--- src/hdl/odo_pkg.sv ---
// Shared types, constants and arithmetic helpers for the planar odometry integrator.
// No dependencies; every other file but odo_mul refers to it by scoped names.
package odo_pkg;

  localparam logic [1:0] ACT_UPDATE   = 2'd0;
  localparam logic [1:0] ACT_SET_POSE = 2'd1;
  localparam logic [1:0] ACT_START    = 2'd2;

  localparam logic [2:0] MUL_RATE_DT  = 3'd0;
  localparam logic [2:0] MUL_TURN     = 3'd1;
  localparam logic [2:0] MUL_SPEED_DT = 3'd2;
  localparam logic [2:0] MUL_DIST_COS = 3'd3;
  localparam logic [2:0] MUL_DIST_SIN = 3'd4;

  localparam logic [63:0] INV_TWO_PI_Q32 = 64'd683565276;
  localparam int CW = 34;
  localparam logic signed [CW-1:0] CORDIC_GAIN_Q30 = 34'sd652032875;

  typedef struct packed {
    logic       load_dt;
    logic       mul_start;
    logic [2:0] mul_sel;
    logic       store_p;
    logic       store_q;
    logic       store_dist;
    logic       cor_start;
    logic       cor_sel;
    logic       store_trig;
    logic       upd_x;
    logic       upd_y;
    logic       out_load;
  } cmd_t;

  typedef struct packed {
    logic mul_done;
    logic cor_done;
    logic out_busy;
  } status_t;

  function automatic logic [31:0] atan_bam(input logic [4:0] i);
    logic [31:0] r;
    case (i)
      5'd0:  r = 32'd536870912;
      5'd1:  r = 32'd316933406;
      5'd2:  r = 32'd167458907;
      5'd3:  r = 32'd85004756;
      5'd4:  r = 32'd42667331;
      5'd5:  r = 32'd21354465;
      5'd6:  r = 32'd10679838;
      5'd7:  r = 32'd5340245;
      5'd8:  r = 32'd2670163;
      5'd9:  r = 32'd1335087;
      5'd10: r = 32'd667544;
      5'd11: r = 32'd333772;
      5'd12: r = 32'd166886;
      5'd13: r = 32'd83443;
      5'd14: r = 32'd41722;
      5'd15: r = 32'd20861;
      5'd16: r = 32'd10430;
      5'd17: r = 32'd5215;
      5'd18: r = 32'd2608;
      5'd19: r = 32'd1304;
      5'd20: r = 32'd652;
      5'd21: r = 32'd326;
      5'd22: r = 32'd163;
      5'd23: r = 32'd81;
      5'd24: r = 32'd41;
      5'd25: r = 32'd20;
      5'd26: r = 32'd10;
      5'd27: r = 32'd5;
      5'd28: r = 32'd3;
      5'd29: r = 32'd1;
      default: r = 32'd0;
    endcase
    return r;
  endfunction

  function automatic logic [63:0] mag64(input logic [63:0] v);
    return v[63] ? (64'd0 - v) : v;
  endfunction

  // arithmetic shift of a 128-bit product, saturated to 64 bits
  function automatic logic [63:0] shift_sat(input logic [127:0] v, input logic [5:0] s);
    logic [127:0] sh;
    sh = $signed(v) >>> s;
    if ((&sh[127:63]) || !(|sh[127:63])) return sh[63:0];
    return v[127] ? {1'b1, 63'd0} : {1'b0, {63{1'b1}}};
  endfunction

  // clamp displacement to +-2^33, add, saturate to 32 bits
  function automatic logic [31:0] move_axis(input logic [31:0] pos, input logic [63:0] d);
    logic signed [63:0] dc;
    logic signed [35:0] r;
    dc = $signed(d);
    if (dc > 64'sh2_0000_0000) dc = 64'sh2_0000_0000;
    if (dc < -64'sh2_0000_0000) dc = -64'sh2_0000_0000;
    r = $signed({{4{pos[31]}}, pos}) + $signed(dc[35:0]);
    if (r > 36'sh0_7FFF_FFFF) return 32'h7FFF_FFFF;
    if (r < -36'sh0_8000_0000) return 32'h8000_0000;
    return r[31:0];
  endfunction

  function automatic logic [17:0] quat_q16(input logic signed [CW-1:0] v);
    logic signed [CW:0] t;
    logic signed [CW:0] r;
    t = $signed({v[CW-1], v}) + (CW+1)'(8192);
    r = t >>> 14;
    if (r > (CW+1)'(65536)) r = (CW+1)'(65536);
    if (r < -(CW+1)'(65536)) r = -(CW+1)'(65536);
    return r[17:0];
  endfunction

endpackage

--- src/hdl/odo_ctrl.sv ---
// Controller state machine: sequences the multiplies, CORDIC runs and pose updates.
// Depends on odo_pkg for the command and status structs.
module odo_ctrl (
  input  logic             clk_i,
  input  logic             rst_ni,
  input  logic             in_valid_i,
  input  logic [1:0]       action_i,
  output logic             in_ready_o,
  input  odo_pkg::status_t sts_i,
  output odo_pkg::cmd_t    cmd_o
);

  localparam logic [4:0] S_IDLE = 5'd0,  S_DT = 5'd1,  S_M1 = 5'd2,  S_W1 = 5'd3,
                         S_M2   = 5'd4,  S_W2 = 5'd5,  S_M3 = 5'd6,  S_W3 = 5'd7,
                         S_C1   = 5'd8,  S_V1 = 5'd9,  S_M4 = 5'd10, S_W4 = 5'd11,
                         S_M5   = 5'd12, S_W5 = 5'd13, S_C2 = 5'd14, S_V2 = 5'd15,
                         S_OUT  = 5'd16;

  logic [4:0] state_q, state_d;

  always_comb begin
    state_d    = state_q;
    cmd_o      = '0;
    in_ready_o = 1'b0;
    case (state_q)
      S_IDLE: begin
        in_ready_o = 1'b1;
        if (in_valid_i && action_i == odo_pkg::ACT_UPDATE) state_d = S_DT;
      end
      S_DT: begin
        cmd_o.load_dt = 1'b1;
        state_d = S_M1;
      end
      S_M1: begin
        cmd_o.mul_start = 1'b1;
        cmd_o.mul_sel   = odo_pkg::MUL_RATE_DT;
        state_d = S_W1;
      end
      S_W1: if (sts_i.mul_done) begin
        cmd_o.store_p = 1'b1;
        state_d = S_M2;
      end
      S_M2: begin
        cmd_o.mul_start = 1'b1;
        cmd_o.mul_sel   = odo_pkg::MUL_TURN;
        state_d = S_W2;
      end
      S_W2: if (sts_i.mul_done) begin
        cmd_o.store_q = 1'b1;
        state_d = S_M3;
      end
      S_M3: begin
        cmd_o.mul_start = 1'b1;
        cmd_o.mul_sel   = odo_pkg::MUL_SPEED_DT;
        state_d = S_W3;
      end
      S_W3: if (sts_i.mul_done) begin
        cmd_o.store_dist = 1'b1;
        state_d = S_C1;
      end
      S_C1: begin
        cmd_o.cor_start = 1'b1;
        state_d = S_V1;
      end
      S_V1: if (sts_i.cor_done) begin
        cmd_o.store_trig = 1'b1;
        state_d = S_M4;
      end
      S_M4: begin
        cmd_o.mul_start = 1'b1;
        cmd_o.mul_sel   = odo_pkg::MUL_DIST_COS;
        state_d = S_W4;
      end
      S_W4: begin
        cmd_o.mul_sel = odo_pkg::MUL_DIST_COS;
        if (sts_i.mul_done) begin
          cmd_o.upd_x = 1'b1;
          state_d = S_M5;
        end
      end
      S_M5: begin
        cmd_o.mul_start = 1'b1;
        cmd_o.mul_sel   = odo_pkg::MUL_DIST_SIN;
        state_d = S_W5;
      end
      S_W5: if (sts_i.mul_done) begin
        cmd_o.upd_y = 1'b1;
        state_d = S_C2;
      end
      S_C2: begin
        cmd_o.cor_start = 1'b1;
        cmd_o.cor_sel   = 1'b1;
        state_d = S_V2;
      end
      S_V2: if (sts_i.cor_done) state_d = S_OUT;
      S_OUT: if (!sts_i.out_busy) begin
        cmd_o.out_load = 1'b1;
        state_d = S_IDLE;
      end
      default: state_d = S_IDLE;
    endcase
  end

  always_ff @(posedge clk_i or negedge rst_ni) begin
    if (!rst_ni) state_q <= S_IDLE;
    else         state_q <= state_d;
  end

endmodule

--- config.mk ---
export PLATFORM = sky130hd
export DESIGN_NAME = odo_ctrl
export DESIGN_NICKNAME = d
export VERILOG_FILES = /design/src/hdl/odo_pkg.sv /design/src/hdl/odo_ctrl.sv
export SDC_FILE = /design/constraint.sdc
export NUM_CORES = 1
export LEC_CHECK = 0
export ABC_AREA = 1
export BUFFER_PORTS_ARGS = -buffer_cell sky130_fd_sc_hd__buf_2
export CORE_UTILIZATION = 30
export CTS_CLUSTER_DIAMETER = 200
export CTS_CLUSTER_SIZE = 30
export DETAILED_ROUTE_END_ITERATION = 6
export PLACE_DENSITY_LB_ADDON = 0.05
export SYNTH_ARGS = -nofsm -noshare
export SYNTH_HDL_FRONTEND = slang
export SYNTH_SLANG_ARGS = --single-unit
--- constraint.sdc ---
create_clock -name clk_i -period 1.5 [get_ports clk_i]
set_clock_uncertainty 0.1 [all_clocks]
set_input_delay 0 -clock clk_i [delete_from_list [all_inputs] [get_ports clk_i]]
set_output_delay 0 -clock clk_i [all_outputs]
set_load 0.01 [all_outputs]
; Word-level counts from Yosys, hierarchy flattened
; Cells that the tools add are included.
[classes]
n_eq_ne = 25
muxes = 26
reduce_logical = 7
[ops]
columns = op, count
row1 = case mux 5 bit (17 select lines), 1
row2 = two-way mux 5 bit, 9
row3 = "equality test 5 x 4 -> 1 bit, second input constant", 8
row4 = "equality test 5 x 3 -> 1 bit, second input constant", 4
row5 = "!= test 2 bit, second input constant", 9
row6 = two-way mux 1 bit, 15
row7 = case mux 3 bit (4 select lines), 1
row8 = "equality test 5 x 2 -> 1 bit, second input constant", 2
row9 = AND reduction 9 bit, 1
row10 = "equality test 5 x 1 -> 1 bit, second input constant", 1
row11 = "equality test 5 bit, second input constant", 1
row12 = logical NOT 5 bit, 1
row13 = OR reduction 5 bit, 1
row14 = OR reduction 2 bit, 2
row15 = logical NOT 2 bit, 1
row16 = logical AND 1 bit, 1
[word_totals]
ff_bits = 5
input_bits = 8
wordCells = 59
output_inout_bits = 15

; Depth between registers and ports, before layout
[depth]
word_depth = 4
ltp_mapped = 10
depth_no_buf = 9

; Least setup slack after synthesis
; Ideal clock, no wire load.
[synth_path]
path_type = register to register
start = reg state_q[2]
end = reg state_q[3]
arrival_time_ps = 1221
required_ps = 1283
path_stages_with_launch = 10
slack_ps = 62
path_buffers = 1
synth_period_minus_slack_ps = 1438
setup_ps = 117
cell_sequence = dfrtp_1 -> buf_6 -> nor2_2 -> nand2_2 -> nor2_2 -> nand2_2 -> nand2_2 -> nor2_4 -> nand3_1 -> nand2_1
[synth_via]
elab_chain_cells = 3
word_cells_on_any_way = 28
cone_classes = eq/ne: 25 / mux: 1 / reduce/logical: 2
[synth_lines]
columns = item, line_no
row1 = from (decl), odo_ctrl.sv:19  ; logic [4:0] state_q, state_d;
row2 = from (signal assigned), odo_ctrl.sv:106  ; else state_q <= state_d;
row3 = equality test 5 x 2 -> 1 bit (tied with other cells), odo_ctrl.sv:25  ; case (state_q)
row4 = != test 2 bit (no source line), n/a
row5 = AND reduction 9 bit (no source line), n/a
; Several ways; a longest one is shown, not always the timed one.
; A chain may end at the register's enable or synchronous reset.

==> flow_summary.ini <==
[layout]
antenna_cells = 0
largest_register = state_q
syn_to_final_growth_pct = 70.04
drive_gt1_frac = 0.5612
reg.largest.list = state_q (5)
num-nets-final = 148
largest_reg_flops = 5

[worst_setup_path]
r2r_cells = 10
slowest_stage = dfrtp_2
worst-path-buf-inv = 2
crit_fanout = 7
arrival_ps = 1380
critPathMaxStageDelay_ps = 480
crit_required_ps = 1400
crit_path_cell_trace = nor2_4 -> nand2_4 -> buf_6 -> o211ai_1 -> buf_2
critPathLaunchType = register
end_kind = output port
r2r-start = state_q[3]
r2r_setup_slack_ps = 40
critPathTopFamily = flip-flops
crit_type = register to output port
r2r-end = state_q[0]

[power]
power_frac_clock = 0.083
power_frac_seq = 0.176
p_sw_frac = 0.5050
fin_total_pwr_mw = 1.900
switchingPower_mw = 0.9595
cellInternalPower_mw = 0.9405
p_leak_nw = 0.5270
ir_drop_uv = 772.6
pwr_density_cell_nw_per_um2 = 1884
pwr-share-comb = 0.742

[synth]
ys_types = 19
syn-num-nets = 102
synth_seq_cells = 5
synth_area_leaders = dfrtp_1, nand2_1, nor2_1, nand3_1, nand2_2
syn_area_um2 = 593.1
dominantRegCellSynth = dfrtp_1
syn_area_per_cell_um2 = 6.309
netlist.area_leader.share = 0.2110
ys_warn_count = 0
yosysSeqAreaShare = 0.2110
ys_async_sr_fraction = 1.000
synth_edf_count = 0
synth.largest_area_cell = dfrtp_1
synthCells = 94

[timing]
fin_tns_setup_ps = 0
setup-violations-final = 0
worst_slack_ps = 17.41
slew_headroom = 0.8421
hold_viol = 0
max_freq_ghz = 0.6745
slew_viol_final = 0
worst_slew_pin_slew_ps = 236.6
grt_setup_unrepaired = yes
period_share = 0.9884
min_period_ps = 1483

[placed_design]
hpwl_um = 1319
portBuffers = 22
dp_slack_ps = -6.262
place_congestion = 0.8365

[worst_hold_path]
min_from = sts_i[2]
whs_path_depth = 5
min_to = state_q[3]
hp-class = input pin to register

[floorplan]
num_rows = 15
fp.dieArea_um2 = 2159
ioPinCount = 23
die_h_um = 46.46
coreArea_um2 = 1783
die_w_um = 46.46
start_util = 0.3326

[grt]
globalRoute.totalOverflow = 0
grt_max_degree = 10
grt_usage = 0.1747
met2_usage = 0.2444
grt_pass1_wl_um = 2573
grt_pass1_vias = 595
antenna_found_initial = 0
globalRoute.busiestLayer = met1
grt_util_met1 = 0.2477
use_met3 = 0.07059

[run]
cap_violations = 0

[clock_network]
clock_latency_ps = 250
cts.path.max_buffers = 2
cts-root-buf = clkbuf_4
cts_tree = built
clk_pin_slew_ps = 40
cts_sinks = 5
cts_inserted_buffers = 3
htreeDepth = 1

[routing]
wl_per_cell_um = 10.46
route.detailed.drc = 0
finalWirelength_um = 1716
vias = 754
dr.pass1.iters = 4
antenna_left = 0
via_per_inst = 4.598
drt_iter0_drc = 11

[run_status]
status = complete, no violations
cells by family (layout without fill, tap and decap cells):
group | Yosys count | after routing | share of synthesized area
AOI/OAI and AO/OA | 9 | 9 | 0.1034
buffers and inverters | 13 | 58 | 0.09493
DFF | 5 | 5 | 0.2110
and+or+nand+nor | 67 | 67 | 0.5907
power by group through the flow:
stage | logic, mW | clock network (mW) | registers, mW
after floorplan | 0.797 | 0 | 0.246
after global placement | 1.18 | 0 | 0.284
after detailed placement | 1.17 | 0 | 0.286
after CTS | 1.28 | 0.164 | 0.312
after global routing | 1.54 | 0.176 | 0.341
final | 1.41 | 0.157 | 0.334
routing by layer:
| layer | part of all wire | vias up |
|---|---|---|
| met4 | 0 | 0 |
| met2 | 0.48 | 26 |
| li1 | - | 404 |
| met1 | 0.47 | 324 |
| met5 | 0 | - |
| met3 | 0.057 | 0 |
layout make-up:
cell class	instances	area (um2)
Timing Repair Buffer	42	286.5
Sequential cell	5	130.1
Clock buffer	4	26.28
Multi-Input combinational cell	76	484.2
Inverter	12	50.05
Tap cell	25	31.28
Fill cell	172	774.5
synth_stat cells, types with 2 or more instances:
| cell type | number |
|---|---|
| inv_1 | 6 |
| nor2_1 | 16 |
| o2bb2ai_1 | 2 |
| dfrtp_1 | 5 |
| nand3_2 | 3 |
| inv_2 | 6 |
| nand2_2 | 6 |
| nand3_1 | 11 |
| o211ai_1 | 2 |
| nor2_2 | 3 |
| nand2_4 | 3 |
| nor3_1 | 5 |
| o22ai_1 | 3 |
| nand2_1 | 16 |
| nand4_1 | 3 |
worst reg2reg max path: cells and delay by family, from the launching register on:
kind	cells	cell delay (ps)
buf+inv	1	100
flops	1	480
simple gates	9	670
repair_timing:
item,4_1_cts,5_1_grt
cloned,0,0
hold buffers,3,0
setup buffers,2,3
setup endpoints to repair,12,15
hold endpoints to repair,6,0
resized for setup,13,16
pin swaps,2,6
cells in the final DEF (no fill, tap or decap), drive strengths merged:
master	instances
a21oi	1
dfrtp	5
nor3	5
nand3	14
dlygate4sd3	3
o21ai	1
nand2	25
clkbuf	4
nor2	20
o2bb2ai	2
inv	12
o22ai	3
nand4	3
buf	39
o211ai	2
stage by stage:
| step | utilization | area, um2 | hold WS [ps] | std cells |
|---|---|---|---|---|
| final | 0.5656 | 1008 | 139.5 | 164 |
| after global routing | 0.5656 | 1008 | 168.2 | 164 |
| after CTS | 0.5193 | 925.9 | 129.4 | 161 |
| after detailed placement | 0.4561 | 813.3 | -282.9 | 152 |
| after global placement | 0.4561 | 813.3 | -280.7 | 152 |
| after floorplan | - | 593.1 | -395.6 | 94 |
worst max-delay path by stage:
| stage | startpoint | to | slack, ps | depth (start not counted) |
|---|---|---|---|---|
| after floorplan | state_q[2] | state_q[3] | 60 | 9 |
| after global routing | state_q[3] | cmd_o[8] | -50 | 5 |
| after CTS | state_q[3] | cmd_o[9] | -10 | 5 |
| after detailed placement | state_q[0] | state_q[0] | -6 | 8 |
| after global placement | state_q[0] | state_q[4] | -20 | 8 |
| final | state_q[3] | cmd_o[12] | 20 | 5 |
Note: power is estimated with default switching activity, not from simulation.
